===== src/rtl/mcg_pkg.sv =====
`timescale 1ns / 1ps
// ----------------------------------------------------------------------------
// mcg_pkg
// Shared widths, constants and control types of the midpoint circle generator.
// ----------------------------------------------------------------------------
package mcg_pkg;

    localparam int CELL_W   = 12;   // cell corner and size fields
    localparam int PAD_W    = 10;   // padding register
    localparam int SUM_W    = 14;   // signed width + height - 2*padding
    localparam int CTR_W    = 13;   // center coordinate
    localparam int RAD_W    = 7;    // radius and offsets
    localparam int DEC_W    = 10;   // signed decision variable
    localparam int GMIN_W   = 8;    // minor gradient, unsigned
    localparam int GMAJ_W   = 9;    // major gradient, signed
    localparam int COORD_W  = 14;   // signed output coordinate
    localparam int CNT_W    = 6;    // result count within one circle

    localparam int MAX_RADIUS_DEF = 88;
    localparam logic [PAD_W-1:0] PAD_RESET = PAD_W'(30);
    localparam logic [CNT_W-1:0] CNT_LAST  = {CNT_W{1'b1}};   // 64th result

    typedef enum logic [0:0] {
        ST_IDLE,
        ST_RUN
    } state_t;

    typedef struct packed {
        logic load;     // take a request into the recurrence state
        logic emit;     // load the output register and advance one step
    } cmd_t;

    typedef struct packed {
        logic last;     // current step is the final one of the circle
    } sts_t;

endpackage


===== src/rtl/mcg_ctrl.sv =====
`timescale 1ns / 1ps
// ----------------------------------------------------------------------------
// mcg_ctrl
// Request sequencer: accepts a circle request, then paces one point set per
// free output slot until the final one is issued.
// ----------------------------------------------------------------------------
module mcg_ctrl
    import mcg_pkg::*;
(
    input  logic clk,
    input  logic rst_n,
    input  logic in_valid,
    output logic in_stall,
    output logic out_valid,
    input  logic out_stall,
    output cmd_t cmd,
    input  sts_t sts
);

    state_t state_reg, state_next;
    logic   out_valid_reg, out_valid_next;

    always_ff @(posedge clk or negedge rst_n)
    begin
        if (!rst_n)
        begin
            state_reg     <= ST_IDLE;
            out_valid_reg <= 1'b0;
        end
        else
        begin
            state_reg     <= state_next;
            out_valid_reg <= out_valid_next;
        end
    end

    always_comb
    begin
        state_next = state_reg;
        cmd.load   = 1'b0;
        cmd.emit   = 1'b0;
        in_stall   = 1'b1;
        unique case (state_reg)
            ST_IDLE:
            begin
                in_stall = 1'b0;
                if (in_valid)
                begin
                    cmd.load   = 1'b1;
                    state_next = ST_RUN;
                end
            end
            ST_RUN:
            begin
                // slot is free when empty or being taken this cycle
                if (!out_valid_reg || !out_stall)
                begin
                    cmd.emit = 1'b1;
                    if (sts.last)
                        state_next = ST_IDLE;
                end
            end
            default:
                state_next = ST_IDLE;
        endcase

        if (cmd.emit)
            out_valid_next = 1'b1;
        else if (out_valid_reg && !out_stall)
            out_valid_next = 1'b0;
        else
            out_valid_next = out_valid_reg;
    end

    assign out_valid = out_valid_reg;

`ifndef ASSERT_OFF
    a_load_starts_run: assert property (@(posedge clk) disable iff (!rst_n)
        cmd.load |=> (state_reg == ST_RUN))
        else $error("request accepted but sequencer not running");

    a_last_ends_run: assert property (@(posedge clk) disable iff (!rst_n)
        (cmd.emit && sts.last) |=> (state_reg == ST_IDLE))
        else $error("final point set issued but sequencer still running");

    a_emit_fills_slot: assert property (@(posedge clk) disable iff (!rst_n)
        cmd.emit |=> out_valid_reg)
        else $error("point set issued but output slot empty");

    a_no_overwrite: assert property (@(posedge clk) disable iff (!rst_n)
        (out_valid_reg && out_stall) |-> !cmd.emit)
        else $error("stalled point set overwritten");
`endif

endmodule


===== src/rtl/mcg_datapath.sv =====
`timescale 1ns / 1ps
// ----------------------------------------------------------------------------
// mcg_datapath
// Radius and center setup, midpoint recurrence state and output register.
// ----------------------------------------------------------------------------
module mcg_datapath
    import mcg_pkg::*;
#(
    parameter int MAX_RADIUS = MAX_RADIUS_DEF
)
(
    input  logic                      clk,
    input  logic                      rst_n,
    input  logic                      cfg_wen,
    input  logic [PAD_W-1:0]          cfg_wdata,
    input  logic [CELL_W-1:0]         cell_left,
    input  logic [CELL_W-1:0]         cell_top,
    input  logic [CELL_W-1:0]         cell_width,
    input  logic [CELL_W-1:0]         cell_height,
    input  cmd_t                      cmd,
    output sts_t                      sts,
    output logic signed [COORD_W-1:0] x_plus_minor,
    output logic signed [COORD_W-1:0] x_minus_minor,
    output logic signed [COORD_W-1:0] x_plus_major,
    output logic signed [COORD_W-1:0] x_minus_major,
    output logic signed [COORD_W-1:0] y_plus_major,
    output logic signed [COORD_W-1:0] y_minus_major,
    output logic signed [COORD_W-1:0] y_plus_minor,
    output logic signed [COORD_W-1:0] y_minus_minor,
    output logic                      axis_step,
    output logic                      last_point_set
);

    localparam logic [RAD_W-1:0] RAD_MAX = RAD_W'(MAX_RADIUS);

    logic [PAD_W-1:0]  pad_reg;
    logic [CTR_W-1:0]  cx_reg, cy_reg;
    logic [RAD_W-1:0]  minor_reg, major_reg;
    logic [DEC_W-1:0]  dec_reg;
    logic [GMIN_W-1:0] gmin_reg;
    logic [GMAJ_W-1:0] gmaj_reg;
    logic [CNT_W-1:0]  cnt_reg;
    logic              first_reg;

    // setup terms
    logic [SUM_W-1:0]  sum;
    logic [SUM_W-3:0]  rad_raw;
    logic [RAD_W-1:0]  radius;

    // step terms
    logic              dec_ge0;
    logic [GMAJ_W-1:0] gmaj_step;
    logic [GMIN_W-1:0] gmin_step;
    logic [DEC_W-1:0]  dec_mid;
    logic [DEC_W-1:0]  dec_step;

    logic [COORD_W-1:0] cx14, cy14, m14, mj14;

    always_comb
    begin
        sum = {2'b00, cell_width} + {2'b00, cell_height}
            - {{(SUM_W-PAD_W-1){1'b0}}, pad_reg, 1'b0};
        // negative or zero sum gives radius 0
        if (sum[SUM_W-1] || (sum == '0))
            rad_raw = '0;
        else
            rad_raw = sum[SUM_W-1:2];
        if (rad_raw > {{(SUM_W-2-RAD_W){1'b0}}, RAD_MAX})
            radius = RAD_MAX;
        else
            radius = rad_raw[RAD_W-1:0];
    end

    always_comb
    begin
        dec_ge0   = !dec_reg[DEC_W-1];
        gmaj_step = gmaj_reg + GMAJ_W'(2);
        gmin_step = gmin_reg + GMIN_W'(2);
        dec_mid   = dec_ge0 ? dec_reg + {gmaj_step[GMAJ_W-1], gmaj_step} : dec_reg;
        dec_step  = dec_mid + {{(DEC_W-GMIN_W){1'b0}}, gmin_step} + DEC_W'(1);
        sts.last  = !(minor_reg < major_reg) || (cnt_reg == CNT_LAST);
    end

    always_ff @(posedge clk or negedge rst_n)
    begin
        if (!rst_n)
            pad_reg <= PAD_RESET;
        else if (cfg_wen)
            pad_reg <= cfg_wdata;
    end

    always_ff @(posedge clk or negedge rst_n)
    begin
        if (!rst_n)
        begin
            cx_reg    <= '0;
            cy_reg    <= '0;
            minor_reg <= '0;
            major_reg <= '0;
            dec_reg   <= '0;
            gmin_reg  <= '0;
            gmaj_reg  <= '0;
            cnt_reg   <= '0;
            first_reg <= 1'b0;
        end
        else if (cmd.load)
        begin
            cx_reg    <= {1'b0, cell_left} + {2'b00, cell_width[CELL_W-1:1]};
            cy_reg    <= {1'b0, cell_top} + {2'b00, cell_height[CELL_W-1:1]};
            minor_reg <= '0;
            major_reg <= radius;
            dec_reg   <= DEC_W'(1) - {{(DEC_W-RAD_W){1'b0}}, radius};
            gmin_reg  <= '0;
            gmaj_reg  <= GMAJ_W'(0) - {{(GMAJ_W-RAD_W-1){1'b0}}, radius, 1'b0};
            cnt_reg   <= '0;
            first_reg <= 1'b1;
        end
        else if (cmd.emit)
        begin
            // state is left untouched after the final step
            if (!sts.last)
            begin
                minor_reg <= minor_reg + RAD_W'(1);
                if (dec_ge0)
                begin
                    major_reg <= major_reg - RAD_W'(1);
                    gmaj_reg  <= gmaj_step;
                end
                gmin_reg <= gmin_step;
                dec_reg  <= dec_step;
                cnt_reg  <= cnt_reg + CNT_W'(1);
            end
            first_reg <= 1'b0;
        end
    end

    assign cx14 = {1'b0, cx_reg};
    assign cy14 = {1'b0, cy_reg};
    assign m14  = {{(COORD_W-RAD_W){1'b0}}, minor_reg};
    assign mj14 = {{(COORD_W-RAD_W){1'b0}}, major_reg};

    // output register, payload only
    always_ff @(posedge clk)
    begin
        if (cmd.emit)
        begin
            x_plus_minor   <= cx14 + m14;
            x_minus_minor  <= cx14 - m14;
            x_plus_major   <= cx14 + mj14;
            x_minus_major  <= cx14 - mj14;
            y_plus_major   <= cy14 + mj14;
            y_minus_major  <= cy14 - mj14;
            y_plus_minor   <= cy14 + m14;
            y_minus_minor  <= cy14 - m14;
            axis_step      <= first_reg;
            last_point_set <= sts.last;
        end
    end

endmodule


===== src/rtl/midpoint_circle_generator.sv =====
`timescale 1ns / 1ps
// The first point set of a request passes the recurrence state loaded at accept, then the output register.
// Throughput: one point set per cycle while the output is not stalled; a circle of
//   N point sets (N = radius steps, at most 64) holds the request side until the final one is issued.
// The next request is taken while the final point set still waits at the output.
// Reset: asynchronous, active low; padding returns to 30, the block is idle, no output.
// ----------------------------------------------------------------------------
// midpoint_circle_generator
// Derives center and radius of a cell and walks the integer midpoint circle
// recurrence over one octant, one eight-point set per result.
// ----------------------------------------------------------------------------
module midpoint_circle_generator
    import mcg_pkg::*;
#(
    parameter int MAX_RADIUS = MAX_RADIUS_DEF   // radius saturation, 1 to 88
)
(
    input  logic                      clk,
    input  logic                      rst_n,
    // padding register write
    input  logic                      cfg_wen,
    input  logic [PAD_W-1:0]          cfg_wdata,
    // circle request
    input  logic                      in_valid,
    output logic                      in_stall,
    input  logic [CELL_W-1:0]         cell_left,
    input  logic [CELL_W-1:0]         cell_top,
    input  logic [CELL_W-1:0]         cell_width,
    input  logic [CELL_W-1:0]         cell_height,
    // point sets
    output logic                      out_valid,
    input  logic                      out_stall,
    output logic signed [COORD_W-1:0] x_plus_minor,
    output logic signed [COORD_W-1:0] x_minus_minor,
    output logic signed [COORD_W-1:0] x_plus_major,
    output logic signed [COORD_W-1:0] x_minus_major,
    output logic signed [COORD_W-1:0] y_plus_major,
    output logic signed [COORD_W-1:0] y_minus_major,
    output logic signed [COORD_W-1:0] y_plus_minor,
    output logic signed [COORD_W-1:0] y_minus_minor,
    output logic                      axis_step,
    output logic                      last_point_set
);

    // Controller and datapath talk only through these two groups:
    //   cmd.load - request accepted; datapath latches center, radius and
    //              the recurrence start values (decision 1-r, gradient -2r).
    //   cmd.emit - output slot free; datapath registers the current eight
    //              points and advances the recurrence by one step.
    //   sts.last - the current step is the final one (minor reached major,
    //              or the 64-result bound).
    cmd_t cmd;
    sts_t sts;

    mcg_ctrl u_ctrl (
        .clk       (clk),
        .rst_n     (rst_n),
        .in_valid  (in_valid),
        .in_stall  (in_stall),
        .out_valid (out_valid),
        .out_stall (out_stall),
        .cmd       (cmd),
        .sts       (sts)
    );

    // The datapath holds the padding register, the recurrence state and
    // the output register. Center and radius are formed in the accept
    // cycle; each step is one add chain on the 10-bit decision variable.
    mcg_datapath #(
        .MAX_RADIUS (MAX_RADIUS)
    ) u_dp (
        .clk            (clk),
        .rst_n          (rst_n),
        .cfg_wen        (cfg_wen),
        .cfg_wdata      (cfg_wdata),
        .cell_left      (cell_left),
        .cell_top       (cell_top),
        .cell_width     (cell_width),
        .cell_height    (cell_height),
        .cmd            (cmd),
        .sts            (sts),
        .x_plus_minor   (x_plus_minor),
        .x_minus_minor  (x_minus_minor),
        .x_plus_major   (x_plus_major),
        .x_minus_major  (x_minus_major),
        .y_plus_major   (y_plus_major),
        .y_minus_major  (y_minus_major),
        .y_plus_minor   (y_plus_minor),
        .y_minus_minor  (y_minus_minor),
        .axis_step      (axis_step),
        .last_point_set (last_point_set)
    );

endmodule

===== config.mk =====
export PLATFORM = sky130hd
export DESIGN_NAME = midpoint_circle_generator
export DESIGN_NICKNAME = d
export VERILOG_FILES = /design/src/rtl/mcg_pkg.sv /design/src/rtl/mcg_ctrl.sv /design/src/rtl/mcg_datapath.sv /design/src/rtl/midpoint_circle_generator.sv
export SDC_FILE = /design/constraint.sdc
export NUM_CORES = 1
export LEC_CHECK = 0
export ABC_AREA = 1
export ABC_CLOCK_PERIOD_IN_PS = 5000
export BUFFER_PORTS_ARGS = -buffer_cell sky130_fd_sc_hd__buf_4
export CAP_MARGIN = 15
export CORE_UTILIZATION = 40
export CTS_BUF_LIST = sky130_fd_sc_hd__clkbuf_4 sky130_fd_sc_hd__clkbuf_8 sky130_fd_sc_hd__clkbuf_16
export CTS_CLUSTER_SIZE = 12
export DETAILED_ROUTE_END_ITERATION = 16
export GPL_TIMING_DRIVEN = 0
export PLACE_DENSITY_LB_ADDON = 0.15
export SLEW_MARGIN = 20
export SYNTH_ARGS = -nofsm -noshare
export SYNTH_HDL_FRONTEND = slang
export SYNTH_SLANG_ARGS = --single-unit

===== constraint.sdc =====
create_clock -name clk -period 5 [get_ports clk]
set_input_delay 0.75 -clock clk [delete_from_list [all_inputs] [get_ports clk]]
set_output_delay 0.75 -clock clk [all_outputs]
set_load 0.03 [all_outputs]

==> parameters.txt <==
Parameter                              Value

CTS
  Resized cells post-CTS    0
  Cell at the root of the clock tree    sky130_fd_sc_hd__clkbuf_16
  TritonCTS clock tree    done
  Number of buffers created by CTS    17
  Clock edge transition at the registers on the reported setup and hold paths    80 ps
  Setup fix buffers added after clock tree synthesis    0
  Insertion delay to the later sink of the worst-skew pair    470 ps
  Buffer depth of the longest clock path    2
  CTS Hold Buffers Added    0
  Maximum level of the CTS H-tree    4
  CTS Sinks    194

Yosys
  Sequential element share of the synthesized area    41.81%
  Yosys synthesis warning count    0
  Number of cells produced by synthesis    1429
  Dominant synthesized flop cell    sky130_fd_sc_hd__edfxtp_1
  Fraction of synthesis flops using an asynchronous set or reset pin    43.30%
  Netlist cell types    55
  Cell area after synthesis    12940 um2
  Post-synthesis register bit count    194
  Average cell area after synthesis    9.054 um2
  Syn Nets    1633
  Number of enable-type register cells in the synthesized netlist    110

Layout
  Growth of design area from synthesis to finish    19.19%
  Area of the multi-input gates    6579 um2
  Layout Nets    1830
  Diodes inserted    0
  Leading cell type in the layout, fill and taps excluded    sky130_fd_sc_hd__nand2_1
  Filler cell count in the final layout    3038
  Sequential Area    5410 um2
  Fraction of final layout cells sized beyond drive strength 1    16.41%
  Top library cells by usage in the layout, fill and taps aside    sky130_fd_sc_hd__nand2_1, sky130_fd_sc_hd__inv_1, sky130_fd_sc_hd__buf_4, sky130_fd_sc_hd__ha_1, sky130_fd_sc_hd__nor2_1

Route
  Total vias in the final route    10160
  WL per Instance    16.31 um
  First DRT Iteration DRCs    726
  DRC violations left    0
  Average via count per standard cell    4.978
  Routed Wire Length    33.29 mm
  Post-route ant nets    0
  First-pass iteration count of the detailed router    5

STA
  # setup viols final    0
  Post-layout min period    4643 ps
  Max Slew Vio Count    0
  Slew of the pin with the lowest slew margin    1085 ps
  Final worst-path cycle share    92.86%
  RSZ-0062 raised after global routing    false
  Minimum hold slack    380.1 ps
  Fmax    0.2154 GHz
  Worst slew margin    27.43%
  Worst clock skew on the final layout    23.56 ps
  Setup slack after layout    356.9 ps
  Final hold violations    0

Global routing
  Routing layer with the top usage in global route    met2
  All-layer global routing usage    20.64%
  Largest net degree at the start of global routing    85
  Vias in the first global route    10080
  Met3 Usage GRT    3.570%
  GRT Residual Overflow    0
  Global-route wire length before repair    52.72 mm
  Met2 track demand over resource    34.48%
  Number of antenna violations at the first check in global routing    0
  Met1 Usage GRT    27.03%

Flow run
  Max-capacitance violation count    0

Worst setup path
  Crit path largest cell delay    400 ps
  CP startpoint kind    primary input
  Standard cell with the maximum stage delay on the critical path    sky130_fd_sc_hd__fa_1
  Data arrival time of the worst path    5000 ps
  Critical Path Source    cell_width[0]
  Element type at the critical path end    flop
  Crit path max fanout    5
  Startpoint of the worst-slack reg-to-reg timing path    u_dp.major_reg[1]$_DFFE_PN0P_
  Most common cell type on the critical path    sky130_fd_sc_hd__nand2_1
  Kind of critical path    primary input to flop
  Endpoint required time on the critical path    5360 ps

Floorplanning
  Die width    181.9 um
  Std-Cell Core Area    31720 um2
  Starting density of the core    40.79%
  Io pins    179
  Area of the die    33070 um2
  Num rows    65
  Height of the chip    181.9 um

Place
  Gpl congestion    0.8619
  Buffers on Ports    177
  Post-Place Worst Slack    -209.4 ps
  Post-detail-place hpwl    26.50 mm

Outcome
  Run status    finished clean

Pwr
  Total power density per cell area    744.0 nW/um2
  Static power due to leakage    7.324 nW
  Worst vdd ir    0.0003307 V

Min path
  Min-delay worst type    primary input to async pin
## final cells by class
cell class	instances	share of cell area, %
Inverter	210	5.144
Sequential cell	194	35.08
Clock buffer	19	2.856
Tap cell	402	3.262
Timing Repair Buffer	178	8.819
Buffer	35	1.071
Clock inverter	13	1.103
Multi-Input combinational cell	990	42.66
## critical path, delay by kind of cell
family          cells  cell delay, ps
compound gates      4             640
xor+xnor            1             130
fa+ha+maj           4            1140
buf+inv             5             380
simple gates       21            1950
## metrics by stage
stage,setup TNS [ps],utilization (%),instance area [um2],instances,power [W]
6_report,0,48.62,15420,2041,0.01147
4_1_cts,0,48.61,15420,2041,0.01156
3_3_place_gp,-660.5,46.57,14770,2008,0.009961
5_1_grt,0,48.62,15420,2041,0.01240
3_5_place_dp,-922.7,46.68,14810,2009,0.01009
2_1_floorplan,0,-,12940,1429,0.008025
## routing by layer
metal | vias up | routed length [um]
met5 | - | 0
met4 | 0 | 733
met3 | 42 | 1446
met2 | 237 | 15860
met1 | 4731 | 15250
li1 | 5151 | -
## cell usage after synthesis, drive strengths merged (5+ instances only)
| cell | instances | share of area, % |
|---|---|---|
| clkbuf | 27 | 0.78 |
| fa | 13 | 2.0 |
| dfrtp | 80 | 15 |
| edfxtp | 110 | 26 |
| nor3 | 12 | 0.46 |
| o21bai | 22 | 1.3 |
| nand2 | 242 | 7.5 |
| nand4 | 12 | 0.63 |
| nor2 | 116 | 3.5 |
| nand3 | 51 | 2.3 |
| o31ai | 22 | 1.3 |
| o21ai | 87 | 3.4 |
| xor2 | 111 | 7.6 |
| a31oi | 5 | 0.24 |
| inv | 206 | 6.0 |
| ha | 128 | 12 |
| xnor2 | 20 | 1.4 |
| nand3b | 7 | 0.53 |
| buf | 8 | 0.49 |
| o211ai | 6 | 0.35 |
| a21oi | 104 | 4.1 |
| o22ai | 9 | 0.44 |
## worst paths after layout
kind	to	slack, ps	cells past startpoint
min in group clk	u_dp.axis_step$_DFFE_PP_	480	0
worst min-delay path	u_dp.cnt_reg[1]$_DFFE_PN0P_	380	1
max in group asynchronous	u_dp.cy_reg[10]$_DFFE_PN0P_	4060	1
worst max-delay path	u_dp.gmaj_reg[6]$_DFFE_PN0P_	360	35
worst min register to register	u_dp.axis_step$_DFFE_PP_	480	0
worst max register to register	u_dp.major_reg[5]$_DFFE_PN0P_	1110	14
## logic make-up after synthesis
logic type | after synthesis | synth area share (%)
simple gates | 446 | 15.21
compound gates | 271 | 12.20
buf+inv | 245 | 7.369
flops | 194 | 41.81
fa+ha+maj | 141 | 14.39
xor+xnor | 131 | 8.926
mux | 1 | 0.08703
## where the power goes
| part | internal (W) | leakage (nW) | switching (W) |
|---|---|---|---|
| clock network | 0.000768 | 0.296 | 0.000674 |
| registers | 0.00279 | 2.11 | 0.000501 |
| logic | 0.00243 | 4.92 | 0.00431 |
| total | 0.00599 | 7.32 | 0.00548 |
Note: power is estimated with default switching activity, not from simulation.
